## config.mk

```make
export PLATFORM = sky130hd
export DESIGN_NAME = priority_process_table_scheduler
export DESIGN_NICKNAME = d
export VERILOG_FILES = /design/src/rtl/core/ppts_pkg.sv /design/src/rtl/core/ppts_cell.sv /design/src/rtl/core/priority_process_table_scheduler.sv
export SDC_FILE = /design/constraint.sdc
export NUM_CORES = 2
export LEC_CHECK = 0
export ABC_AREA = 0
export BUFFER_PORTS_ARGS = -buffer_cell sky130_fd_sc_hd__buf_2
export CORE_MARGIN = 3
export CORE_UTILIZATION = 63
export DETAILED_ROUTE_END_ITERATION = 6
export GPL_TIMING_DRIVEN = 1
export HOLD_SLACK_MARGIN = 0.02
export PLACE_DENSITY = 0.89
export SYNTH_ARGS = -nofsm -noshare
export SYNTH_HDL_FRONTEND = slang
export SYNTH_SLANG_ARGS = --single-unit
```

## constraint.sdc

```tcl
create_clock -name clk -period 8.46 [get_ports clk]
set_input_delay 0.423 -clock clk [delete_from_list [all_inputs] [get_ports clk]]
set_output_delay 0.423 -clock clk [all_outputs]
set_load 0.01 [all_outputs]
```

## src/rtl/core/ppts_pkg.sv

```systemverilog
`timescale 1ns / 1ps
// ----------------------------------------------------------------------------
// Process table scheduler package
// Request and response types, operation, status and entry state codes.
// ----------------------------------------------------------------------------
package ppts_pkg;

	localparam int FUNC_W      = 2;
	localparam int SIZE_FIELD_W = 32;
	localparam int ID_W        = 5;
	localparam int STATUS_W    = 3;
	localparam int UNITS_W     = 22;
	localparam int ESTATE_W    = 2;

	// Bytes per pool unit, as a shift.
	localparam int UNIT_SHIFT  = 10;

	localparam logic [UNITS_W-1:0] POOL_RESET = 22'd1200;

	localparam logic [FUNC_W-1:0] FUNC_CREATE    = 2'd0;
	localparam logic [FUNC_W-1:0] FUNC_SCHEDULE  = 2'd1;
	localparam logic [FUNC_W-1:0] FUNC_TERMINATE = 2'd2;
	localparam logic [FUNC_W-1:0] FUNC_NONE      = 2'd3;

	localparam logic [STATUS_W-1:0] STATUS_OK          = 3'd0;
	localparam logic [STATUS_W-1:0] STATUS_TABLE_FULL  = 3'd1;
	localparam logic [STATUS_W-1:0] STATUS_OUT_OF_MEM  = 3'd2;
	localparam logic [STATUS_W-1:0] STATUS_NONE_READY  = 3'd3;
	localparam logic [STATUS_W-1:0] STATUS_NOT_RUNNING = 3'd4;

	localparam logic [ESTATE_W-1:0] ENTRY_EMPTY   = 2'd0;
	localparam logic [ESTATE_W-1:0] ENTRY_READY   = 2'd1;
	localparam logic [ESTATE_W-1:0] ENTRY_RUNNING = 2'd2;
	localparam logic [ESTATE_W-1:0] ENTRY_DONE    = 2'd3;

	typedef struct packed {
		logic [FUNC_W-1:0]       func;
		logic [SIZE_FIELD_W-1:0] file_size_bytes;
		logic [ID_W-1:0]         entry_id;
	} req_t;

	typedef struct packed {
		logic [STATUS_W-1:0]     status;
		logic [ID_W-1:0]         result_id;
		logic [SIZE_FIELD_W-1:0] result_priority;
		logic [UNITS_W-1:0]      result_memory;
		logic [UNITS_W-1:0]      memory_in_use;
	} rsp_t;

	// Per-cell command from the controller.
	typedef struct packed {
		logic live;
		logic load;
		logic run;
		logic done;
	} cell_cmd_t;

endpackage

```

## src/rtl/core/ppts_cell.sv

```systemverilog
`timescale 1ns / 1ps
// ----------------------------------------------------------------------------
// Process table cell
// Holds one table entry and passes the best ready candidate to its neighbour.
// ----------------------------------------------------------------------------
module ppts_cell #(
	parameter int PRIO_W = 32,
	parameter int MEM_W  = 22,
	parameter int IDX_W  = 4,
	parameter int IDX    = 0
) (
	input  logic                            clk,
	input  ppts_pkg::cell_cmd_t             cmd,
	input  logic [PRIO_W-1:0]               load_prio,
	input  logic [MEM_W-1:0]                load_mem,
	input  logic                            prev_found,
	input  logic [PRIO_W-1:0]               prev_prio,
	input  logic [MEM_W-1:0]                prev_mem,
	input  logic [IDX_W-1:0]                prev_idx,
	output logic                            next_found,
	output logic [PRIO_W-1:0]               next_prio,
	output logic [MEM_W-1:0]                next_mem,
	output logic [IDX_W-1:0]                next_idx,
	output logic [ppts_pkg::ESTATE_W-1:0]   ent_state,
	output logic [PRIO_W-1:0]               ent_prio,
	output logic [MEM_W-1:0]                ent_mem
);

	logic [ppts_pkg::ESTATE_W-1:0] state_q;
	logic [PRIO_W-1:0]             prio_q;
	logic [MEM_W-1:0]              mem_q;
	logic                          found_q;
	logic [PRIO_W-1:0]             cprio_q;
	logic [MEM_W-1:0]              cmem_q;
	logic [IDX_W-1:0]              cidx_q;
	logic                          take;

	// A strict compare keeps the earlier entry on equal priority.
	assign take = cmd.live && (state_q == ppts_pkg::ENTRY_READY) &&
	              (!prev_found || (prio_q < prev_prio));

	always_ff @(posedge clk) begin
		if (cmd.load) begin
			state_q <= ppts_pkg::ENTRY_READY;
			prio_q  <= load_prio;
			mem_q   <= load_mem;
		end else if (cmd.run) begin
			state_q <= ppts_pkg::ENTRY_RUNNING;
		end else if (cmd.done) begin
			state_q <= ppts_pkg::ENTRY_DONE;
		end
	end

	always_ff @(posedge clk) begin
		if (take) begin
			found_q <= 1'b1;
			cprio_q <= prio_q;
			cmem_q  <= mem_q;
			cidx_q  <= IDX_W'(IDX);
		end else begin
			found_q <= prev_found;
			cprio_q <= prev_prio;
			cmem_q  <= prev_mem;
			cidx_q  <= prev_idx;
		end
	end

	assign next_found = found_q;
	assign next_prio  = cprio_q;
	assign next_mem   = cmem_q;
	assign next_idx   = cidx_q;
	assign ent_state  = state_q;
	assign ent_prio   = prio_q;
	assign ent_mem    = mem_q;

endmodule

```

## src/rtl/core/priority_process_table_scheduler.sv

```systemverilog
`timescale 1ns / 1ps
// ----------------------------------------------------------------------------
// Priority process table scheduler
// Non-preemptive process table with a memory pool and a cell-chain scan.
// ----------------------------------------------------------------------------
// One request is handled at a time. Create, terminate and the unused
// operation code go from acceptance to a response as the request is
// captured and then, in the execute state, checked and applied to the
// table. Schedule passes through a scan state first, since the search for
// the ready entry of lowest priority walks a chain of TABLE_DEPTH cells,
// one cell per cycle, each cell forwarding the better of its own entry
// and the candidate it receives. A waiting response does not stop the
// next request from being accepted, but that request is not completed
// until the response register is free. Entries beyond the fill count are
// never looked at, so the table needs no clearing after reset.
// ----------------------------------------------------------------------------
module priority_process_table_scheduler #(
	parameter int TABLE_DEPTH = 16,
	parameter int SIZE_WIDTH  = 32
) (
	input  logic                          clk,
	input  logic                          arst_n,
	input  logic                          req_valid,
	output logic                          req_stall,
	input  ppts_pkg::req_t                req,
	output logic                          rsp_valid,
	input  logic                          rsp_stall,
	output ppts_pkg::rsp_t                rsp,
	input  logic                          cfg_we,
	input  logic [ppts_pkg::UNITS_W-1:0]  cfg_wdata
);

	localparam int IDX_W  = (TABLE_DEPTH > 1) ? $clog2(TABLE_DEPTH) : 1;
	localparam int CNT_W  = $clog2(TABLE_DEPTH + 1);
	localparam int NEED_W = SIZE_WIDTH - ppts_pkg::UNIT_SHIFT;
	localparam int CMP_W  = (CNT_W > ppts_pkg::ID_W) ? CNT_W : ppts_pkg::ID_W;
	localparam int SUM_W  = ppts_pkg::UNITS_W + 1;

	localparam logic [1:0] ST_IDLE = 2'd0;
	localparam logic [1:0] ST_SCAN = 2'd1;
	localparam logic [1:0] ST_EXEC = 2'd2;

	logic [1:0]                    state_q;
	logic [IDX_W-1:0]              scan_cnt_q;
	ppts_pkg::req_t                req_q;
	ppts_pkg::rsp_t                rsp_q;
	logic                          rsp_valid_q;
	logic [ppts_pkg::UNITS_W-1:0]  pool_q;
	logic [ppts_pkg::UNITS_W-1:0]  used_q;
	logic [CNT_W-1:0]              count_q;

	logic                          accept;
	logic                          fire;
	logic [SIZE_WIDTH-1:0]         size_m;
	logic [NEED_W-1:0]             need;
	logic [SUM_W-1:0]              sum;
	logic                          full;
	logic                          oom;
	logic                          bad_id;
	logic [IDX_W-1:0]              t_slot;
	logic [ppts_pkg::ESTATE_W-1:0] t_state;
	logic [SIZE_WIDTH-1:0]         t_prio;
	logic [NEED_W-1:0]             t_mem;

	ppts_pkg::rsp_t                res;
	logic [ppts_pkg::UNITS_W-1:0]  used_d;
	logic                          load_en;
	logic                          run_en;
	logic                          done_en;

	// Candidate chain; link 0 is the empty candidate fed into the first cell.
	logic                          link_found [0:TABLE_DEPTH];
	logic [SIZE_WIDTH-1:0]         link_prio  [0:TABLE_DEPTH];
	logic [NEED_W-1:0]             link_mem   [0:TABLE_DEPTH];
	logic [IDX_W-1:0]              link_idx   [0:TABLE_DEPTH];

	logic [ppts_pkg::ESTATE_W-1:0] cell_state [0:TABLE_DEPTH-1];
	logic [SIZE_WIDTH-1:0]         cell_prio  [0:TABLE_DEPTH-1];
	logic [NEED_W-1:0]             cell_mem   [0:TABLE_DEPTH-1];
	ppts_pkg::cell_cmd_t           cell_cmd   [0:TABLE_DEPTH-1];

	assign link_found[0] = 1'b0;
	assign link_prio[0]  = '0;
	assign link_mem[0]   = '0;
	assign link_idx[0]   = '0;

	assign accept    = req_valid && !req_stall;
	assign req_stall = (state_q != ST_IDLE);
	assign fire      = (state_q == ST_EXEC) && (!rsp_valid_q || !rsp_stall);

	// Create checks: table full, then the pool limit.
	assign size_m = req_q.file_size_bytes[SIZE_WIDTH-1:0];
	assign need   = size_m[SIZE_WIDTH-1:ppts_pkg::UNIT_SHIFT];
	assign sum    = {1'b0, used_q} + SUM_W'(need);
	assign full   = (count_q >= CNT_W'(TABLE_DEPTH));
	assign oom    = (sum > {1'b0, pool_q});

	// Terminate looks up one entry by its id.
	assign bad_id  = (req_q.entry_id == '0) ||
	                 (CMP_W'(req_q.entry_id) > CMP_W'(count_q));
	assign t_slot  = IDX_W'(req_q.entry_id - ppts_pkg::ID_W'(1));
	assign t_state = cell_state[t_slot];
	assign t_prio  = cell_prio[t_slot];
	assign t_mem   = cell_mem[t_slot];

	always_comb begin
		res           = '0;
		used_d        = used_q;
		load_en       = 1'b0;
		run_en        = 1'b0;
		done_en       = 1'b0;
		case (req_q.func)
			ppts_pkg::FUNC_CREATE: begin
				if (full) begin
					res.status = ppts_pkg::STATUS_TABLE_FULL;
				end else if (oom) begin
					res.status = ppts_pkg::STATUS_OUT_OF_MEM;
				end else begin
					load_en             = 1'b1;
					used_d              = sum[ppts_pkg::UNITS_W-1:0];
					res.status          = ppts_pkg::STATUS_OK;
					res.result_id       = ppts_pkg::ID_W'(count_q + CNT_W'(1));
					res.result_priority = ppts_pkg::SIZE_FIELD_W'(size_m);
					res.result_memory   = ppts_pkg::UNITS_W'(need);
				end
			end
			ppts_pkg::FUNC_SCHEDULE: begin
				if (!link_found[TABLE_DEPTH]) begin
					res.status = ppts_pkg::STATUS_NONE_READY;
				end else begin
					run_en              = 1'b1;
					res.status          = ppts_pkg::STATUS_OK;
					res.result_id       = ppts_pkg::ID_W'(
					                      {1'b0, link_idx[TABLE_DEPTH]} + (IDX_W + 1)'(1));
					res.result_priority = ppts_pkg::SIZE_FIELD_W'(link_prio[TABLE_DEPTH]);
					res.result_memory   = ppts_pkg::UNITS_W'(link_mem[TABLE_DEPTH]);
				end
			end
			ppts_pkg::FUNC_TERMINATE: begin
				if (bad_id || (t_state != ppts_pkg::ENTRY_RUNNING)) begin
					res.status = ppts_pkg::STATUS_NOT_RUNNING;
				end else begin
					done_en = 1'b1;
					if (ppts_pkg::UNITS_W'(t_mem) > used_q) begin
						used_d = '0;
					end else begin
						used_d = used_q - ppts_pkg::UNITS_W'(t_mem);
					end
					res.status          = ppts_pkg::STATUS_OK;
					res.result_id       = req_q.entry_id;
					res.result_priority = ppts_pkg::SIZE_FIELD_W'(t_prio);
					res.result_memory   = ppts_pkg::UNITS_W'(t_mem);
				end
			end
			default: begin
				res.status = ppts_pkg::STATUS_OK;
			end
		endcase
		res.memory_in_use = used_d;
	end

	genvar gi;
	generate
		for (gi = 0; gi < TABLE_DEPTH; gi++) begin : g_cell
			assign cell_cmd[gi].live = (CNT_W'(gi) < count_q);
			assign cell_cmd[gi].load = fire && load_en && (count_q == CNT_W'(gi));
			assign cell_cmd[gi].run  = fire && run_en &&
			                           (link_idx[TABLE_DEPTH] == IDX_W'(gi));
			assign cell_cmd[gi].done = fire && done_en && (t_slot == IDX_W'(gi));

			ppts_cell #(
				.PRIO_W (SIZE_WIDTH),
				.MEM_W  (NEED_W),
				.IDX_W  (IDX_W),
				.IDX    (gi)
			) u_cell (
				.clk        (clk),
				.cmd        (cell_cmd[gi]),
				.load_prio  (size_m),
				.load_mem   (need),
				.prev_found (link_found[gi]),
				.prev_prio  (link_prio[gi]),
				.prev_mem   (link_mem[gi]),
				.prev_idx   (link_idx[gi]),
				.next_found (link_found[gi+1]),
				.next_prio  (link_prio[gi+1]),
				.next_mem   (link_mem[gi+1]),
				.next_idx   (link_idx[gi+1]),
				.ent_state  (cell_state[gi]),
				.ent_prio   (cell_prio[gi]),
				.ent_mem    (cell_mem[gi])
			);
		end
	endgenerate

	// Sequencer. The scan state counts through the TABLE_DEPTH cells of the
	// chain, so that the chain settles after the last table change.
	always_ff @(posedge clk or negedge arst_n) begin
		if (!arst_n) begin
			state_q    <= ST_IDLE;
			scan_cnt_q <= '0;
		end else begin
			unique case (state_q)
				ST_IDLE: begin
					scan_cnt_q <= '0;
					if (accept) begin
						state_q <= (req.func == ppts_pkg::FUNC_SCHEDULE) ? ST_SCAN : ST_EXEC;
					end
				end
				ST_SCAN: begin
					scan_cnt_q <= scan_cnt_q + IDX_W'(1);
					if (scan_cnt_q == IDX_W'(TABLE_DEPTH - 1)) begin
						state_q <= ST_EXEC;
					end
				end
				ST_EXEC: begin
					if (fire) begin
						state_q <= ST_IDLE;
					end
				end
				default: begin
					state_q <= ST_IDLE;
				end
			endcase
		end
	end

	always_ff @(posedge clk) begin
		if (accept) begin
			req_q <= req;
		end
		if (fire) begin
			rsp_q <= res;
		end
	end

	always_ff @(posedge clk or negedge arst_n) begin
		if (!arst_n) begin
			rsp_valid_q <= 1'b0;
			pool_q      <= ppts_pkg::POOL_RESET;
			used_q      <= '0;
			count_q     <= '0;
		end else begin
			if (fire) begin
				rsp_valid_q <= 1'b1;
			end else if (!rsp_stall) begin
				rsp_valid_q <= 1'b0;
			end
			if (cfg_we) begin
				pool_q <= cfg_wdata;
			end
			if (fire) begin
				used_q <= used_d;
				if (load_en) begin
					count_q <= count_q + CNT_W'(1);
				end
			end
		end
	end

	assign rsp_valid = rsp_valid_q;
	assign rsp       = rsp_q;

	// The fill count never passes the table depth.
	a_count_bound: assert property (@(posedge clk) disable iff (!arst_n)
		count_q <= CNT_W'(TABLE_DEPTH))
		else $error("entry count above table depth");

	// A successful create appends exactly one entry.
	a_create_grows: assert property (@(posedge clk) disable iff (!arst_n)
		(fire && load_en) |=> (count_q == $past(count_q) + CNT_W'(1)))
		else $error("create did not append one entry");

	// A new response only ever follows the execute step.
	a_rsp_source: assert property (@(posedge clk) disable iff (!arst_n)
		$rose(rsp_valid) |-> ($past(state_q) == ST_EXEC))
		else $error("response raised outside execute");

	// A scheduled entry comes out of a live cell of the chain.
	a_sched_live: assert property (@(posedge clk) disable iff (!arst_n)
		(fire && run_en) |-> (CNT_W'(link_idx[TABLE_DEPTH]) < count_q))
		else $error("scan picked an entry beyond the fill count");

endmodule
```

# After elaboration in Yosys (flattened, before gate mapping)

Index checks and enable logic that the tools add are counted.
W data, S select, Z words.

Flip-flop bits (word level): 2004
Latch bits: 0
Bits in writable memories: 0
ROM bits: 0
Bits of input ports: 66
Output and inout port bits: 86
Logic and storage cells: 489
Memories kept: 0

Add/subtract/negate cells: 6
Multipliers: 0
Div/mod/pow operators: 0
Order comparisons: 36
Equal/unequal tests: 72
Shift operators: 0
Multiplexer cells: 103
Bitwise gates (word level): 1
Reduce and logical (&&, ||, !) cells: 146

Operator list:

| cell                 | count |
|---|---|
| $mux W32             | 17 |
| $lt A32 B32 Y1       | 15 |
| $mux W22             | 21 |
| $mux W59             | 4 |
| $pmux W59 S3         | 1 |
| $bmux W32 S4         | 1 |
| $bmux W22 S4         | 1 |
| $logic_and A1 B1 Y1  | 84 |
| $mux W2              | 41 |
| $eq A4 B4 Y1 const B | 17 |
| $pmux W22 S2         | 1 |
| $eq A5 B4 Y1 const B | 8 |
| $lt A4 B5 Y1 const A | 8 |
| $eq A2 B1 Y1 const B | 19 |
| $reduce_bool A2 Y1   | 18 |
| $eq A4 B3 Y1 const B | 8 |
| $add A22 B22 Y23     | 1 |
| $gt A23 B22 Y1       | 1 |
| $gt A22 B22 Y1       | 1 |
| $sub A22 B22 Y22     | 1 |
| $eq A5 B3 Y1 const B | 4 |
| $lt A3 B5 Y1 const A | 4 |
| $logic_not A1 Y1     | 18 |
| $logic_or A1 B1 Y1   | 18 |
| other kinds (27)     | 52 |

# Longest topological paths before layout

Depth in word-level cells: 13
Depth in mapped cells: 23
Gate-level depth less buffers: 20

# Hierarchy

A second synthesis with hierarchy kept.

Cells, all modules: 6518
Area total of the unflattened synthesis: 88399.8 um^2

Modules (own cells, without submodules):

| module                             | instances | cells an instance | area each (um^2) |
|---|---|---|---|
| ppts_cell at g_cell[10].u_cell ... | 11        | 292               | 4390.5 |
| priority_process_table_scheduler   | 1         | 1846              | 18174.9 |
| ppts_cell at g_cell[1].u_cell ...  | 4         | 292               | 4394.2 |
| ppts_cell at g_cell[0].u_cell      | 1         | 292               | 4352.9 |

# Worst setup path before layout

No wires, ideal clock.

Path kind: flip-flop to flip-flop
Start: register req_q (netlist bit size_m[10])
End: register g_cell[10].u_cell.mem_q[0], enable pin
Arrival time: 7250 ps
Required time: 7955 ps
Path slack: 705 ps
Cell stages (with the launch flop): 21
Path buffers: 1
Period minus slack after synthesis: 7755 ps
Cells stage by stage: edfxtp_1 > ha_1 > inv_1 > fa_1 > nor2b_1 > o211ai_1 > a21oi_1 > o21a_1 > o21a_1 > o211a_1 > nor3_1 > inv_1 > ha_1 > nand2_1 > nor2_1 > a211oi_1 > o211ai_1 > o21bai_1 > nand3_1 > clkbuf_1 > nor4_1

RTL lines:

| what                   | RTL line                                | source |
|---|---|---|
| start, declared        | priority_process_table_scheduler.sv:45  | `ppts_pkg::req_t req_q;` |
| start signal, assigned | priority_process_table_scheduler.sv:230 | `req_q <= req;` |
| end signal, assigned   | ppts_cell.sv:46                         | `mem_q <= load_mem;` |
| end, declared          | ppts_cell.sv:31                         | `logic [MEM_W-1:0] mem_q;` |

==> flow_summary_export.csv <==
group,metric,value,unit
logic_synthesis,synth.top_cells.by_count,"edfxtp_1 (613), dfxtp_1 (609), ha_1 (549), inv_1 (541), mux2_2 (462)",
power,power.internal,0.0158,W
die,io_pins,152,
drt,vias,43100,
timing,max_freq,137,MHz
logic_synthesis,ys_seq_area_share,52.5,%
timing,grt_setup_unrepaired,"no",
critical_path,startpoint,"size_m[14]",
die,dieHeight,317,um
timing,tightest_slew,1.37,ns
grt,grt_overflow,0,
timing,slew_headroom,8.44,%
timing,fin_crit_sh,86.4,%
grt,grt_pass1_vias,44000,
critical_path,crit_fanout,32,
grt,grt_max_degree,106,
power,sw_frac_of_total,36.2,%
finish,fin_util,71.3,%
power,power.share.clock,23.0,%
die,core_area,0.0954,mm^2
clock_network,cts.htree.levels,4,
finish,drive_above_1_share,20.8,%
placement,io_buffers,151,
logic_synthesis,avgSynthCellArea,12.3,um^2
drt,drt-initial-drc-count,5236,
power,ir_worst_vdd,0.000178,V
drt,routedWlPerCell,26.3,um
finish,layout.nets,5809,
logic_synthesis,ys_seq_elements,1278,
placement,dp_hpwl,120000,um
hold_path,hold_path_class,"in2reg",
timing,setup_viol,0,
clock_network,cts_tree,"yes",
drt,wl,172000,um
timing,slew_violations,0,
clock_network,cts.sinks,1278,
finish,area_growth,11.6,%
critical_path,cp-start-kind,"flop",
grt,grt_pass1_wl,261000,um
logic_synthesis,synth-async-reset-ratio,4.38,%
die,row_count,113,
die,die-width,317,um
grt,grt_usage,34.3,%
drt,ant_nets,0,
die,start_util,63.8,%
run,cap_violations,0,
run_status,status,"finished, final reports clean",
timing,period_minus_slack,7.31,ns
clock_network,path_clk_slew,0.07,ns
clock_network,cts.path.max_buffers,3,
grt,antenna_found_initial,7,
clock_network,numCtsBuffers,130,
critical_path,end_kind,"flop",
critical_path,critical_path_required,8.81,ns
critical_path,r2r_start,"size_m[14]",
logic_synthesis,yosysWarnings,0,
power,p_comb_share,38.9,%
logic_synthesis,synthCells,4958,
logic_synthesis,ys.flop_type,"edfxtp_1",
logic_synthesis,synth_area_leaders,"edfxtp_1 (30%), dfxtp_1 (20%), ha_1 (11%)",
power,seq_power_share,38.1,%
timing,hold_viol,0,
drt,drc,0,
drt,vias_per_cell,6.57,
clock_network,root_buffer,"clkbuf_16",
power,p_sw,0.00894,W
die,die_area,0.100,mm^2
timing,whs,0.0832,ns
finish,n_antenna_cell,0,
power,powerDensity,364,mW/mm^2
timing,clock_skew,0.0316,ns
critical_path,critPathKind,"reg2reg",
logic_synthesis,synthDistinctLibCells,90,
timing,fin_setup_tns,0,ns
placement,gp_congestion,0.957,
logic_synthesis,synth_area,0.0609,mm^2
logic_synthesis,synth_edf_count,613,
clock_network,worst_skew_pair.late_latency,0.75,ns
logic_synthesis,synth_top_area_share,30.2,%
critical_path,critPathArrivalTime,7.66,ns
clock_network,post_cts_buffers,0,
hold_path,hp-start,"req[15]",
logic_synthesis,synth_top_area_cell,"edfxtp_1",
drt,dr.pass1.iters,7,
finish,stdcell_count,6562,
logic_synthesis,syn_nets,5575,
logic_synthesis,synthMostInstantiatedCell,"edfxtp_1",
power,leakage,28.4,nW
placement,numPlacedInstances,6264,
-- cell type report --
cell class | count | area (um^2)
inverters | 547 | 2050
repair buffers | 279 | 1880
clock buffers | 187 | 3750
clock inverters | 50 | 427
well taps | 1265 | 1580
fillers | 5681 | 27400
multi-input cells | 2956 | 26300
flip-flops and latches | 1278 | 32000
-- worst paths after layout --
kind                                                 end  slack, ns  cells past startpoint
hold reg to reg            g_cell[12].u_cell.next_idx[2]       0.41                      1
max in group asynchronous                     count_q[3]       7.49                      3
setup / recovery           g_cell[15].u_cell.ent_prio[7]       1.15                     17
min in group asynchronous                      used_q[6]       0.42                      3
setup reg to reg           g_cell[15].u_cell.ent_prio[7]       1.15                     17
hold / removal                                size_m[10]       0.08                      1
-- power groups by stage --
stage	sequential, W	combinational (W)	clock (W)
finish	0.00943	0.00961	0.00569
global route	0.00956	0.0104	0.00592
CTS	0.00937	0.00941	0.00569
detailed placement	0.00943	0.00910	0
global placement	0.00931	0.00873	0
floorplan	0.00914	0.00653	0
-- worst max-delay path, stage by stage, from the launching register on --
cell	delay [ns]
edfxtp_1	0.81
ha_1	0.41
a21oi_1	0.25
o21ai_0	0.32
o2111ai_1	0.44
a21oi_1	0.22
a2111oi_0	0.60
o21a_1	0.20
nor2_1	0.06
ha_1	0.30
nand3_1	0.12
o221ai_1	0.12
a31o_2	0.28
o21ai_0	0.19
o21ba_2	0.32
nor3_1	0.66
nand2_1	0.58
nor2_4	0.96
-- metal layers --
metal  global-route usage [%]  vias up  share of wire, %
met5                        0        -             0.032
met4                     19.1       10               6.3
met3                     7.87      608                11
met2                     54.4     2757                45
met1                     43.6    21100                37
li1                         -    18700                 -
-- through the flow --
stage               area [um^2]  total power [W]  setup WS (ns)
detailed placement        63200           0.0185           1.31
global route              68000           0.0259          0.598
floorplan                 60900           0.0157          0.705
global placement          63200           0.0180           1.54
finish                    68000           0.0247           1.15
CTS                       68000           0.0245           1.19
-- repair_timing --
action,4_1_cts,5_1_grt
hold endpoints to repair,113,0
hold buffers,61,0
resized for setup,0,0
-- logic make-up after synthesis --
family                     Yosys count  synth area share (%)
xor gates and xnor gates            36                 0.517
muxes                              624                  13.8
adders and majority gates          551                  11.3
buffers and inverters              724                  4.73
AOI/OAI and AO/OA                  904                  10.0
DFF                               1278                  52.5
and+or+nand+nor                    841                  7.05
-- placed cells by master (no fill, tap or decap), drive strengths merged, types with 157 or more instances in the layout --
master / netlist / layout
nand2: 212 / 212
mux2: 488 / 488
dfxtp: 609 / 609
a21oi: 157 / 157
inv: 544 / 552
ha: 549 / 549
a21o: 179 / 179
edfxtp: 613 / 613
clkbuf: 83 / 187
o21ai: 189 / 189
buf: 94 / 218
-- flip-flops by register name, indices dropped and copies added, names as in the netlist, 32 cells and up --
name / cells
g_cell.u_cell.ent_mem: 330
g_cell.u_cell.ent_prio: 182
g_cell.u_cell.ent_state: 32
g_cell.u_cell.next_idx: 49
g_cell.u_cell.next_mem: 37
g_cell.u_cell.next_prio: 475
rsp: 62
size_m: 32
Note: power is estimated with default switching activity, not from simulation.
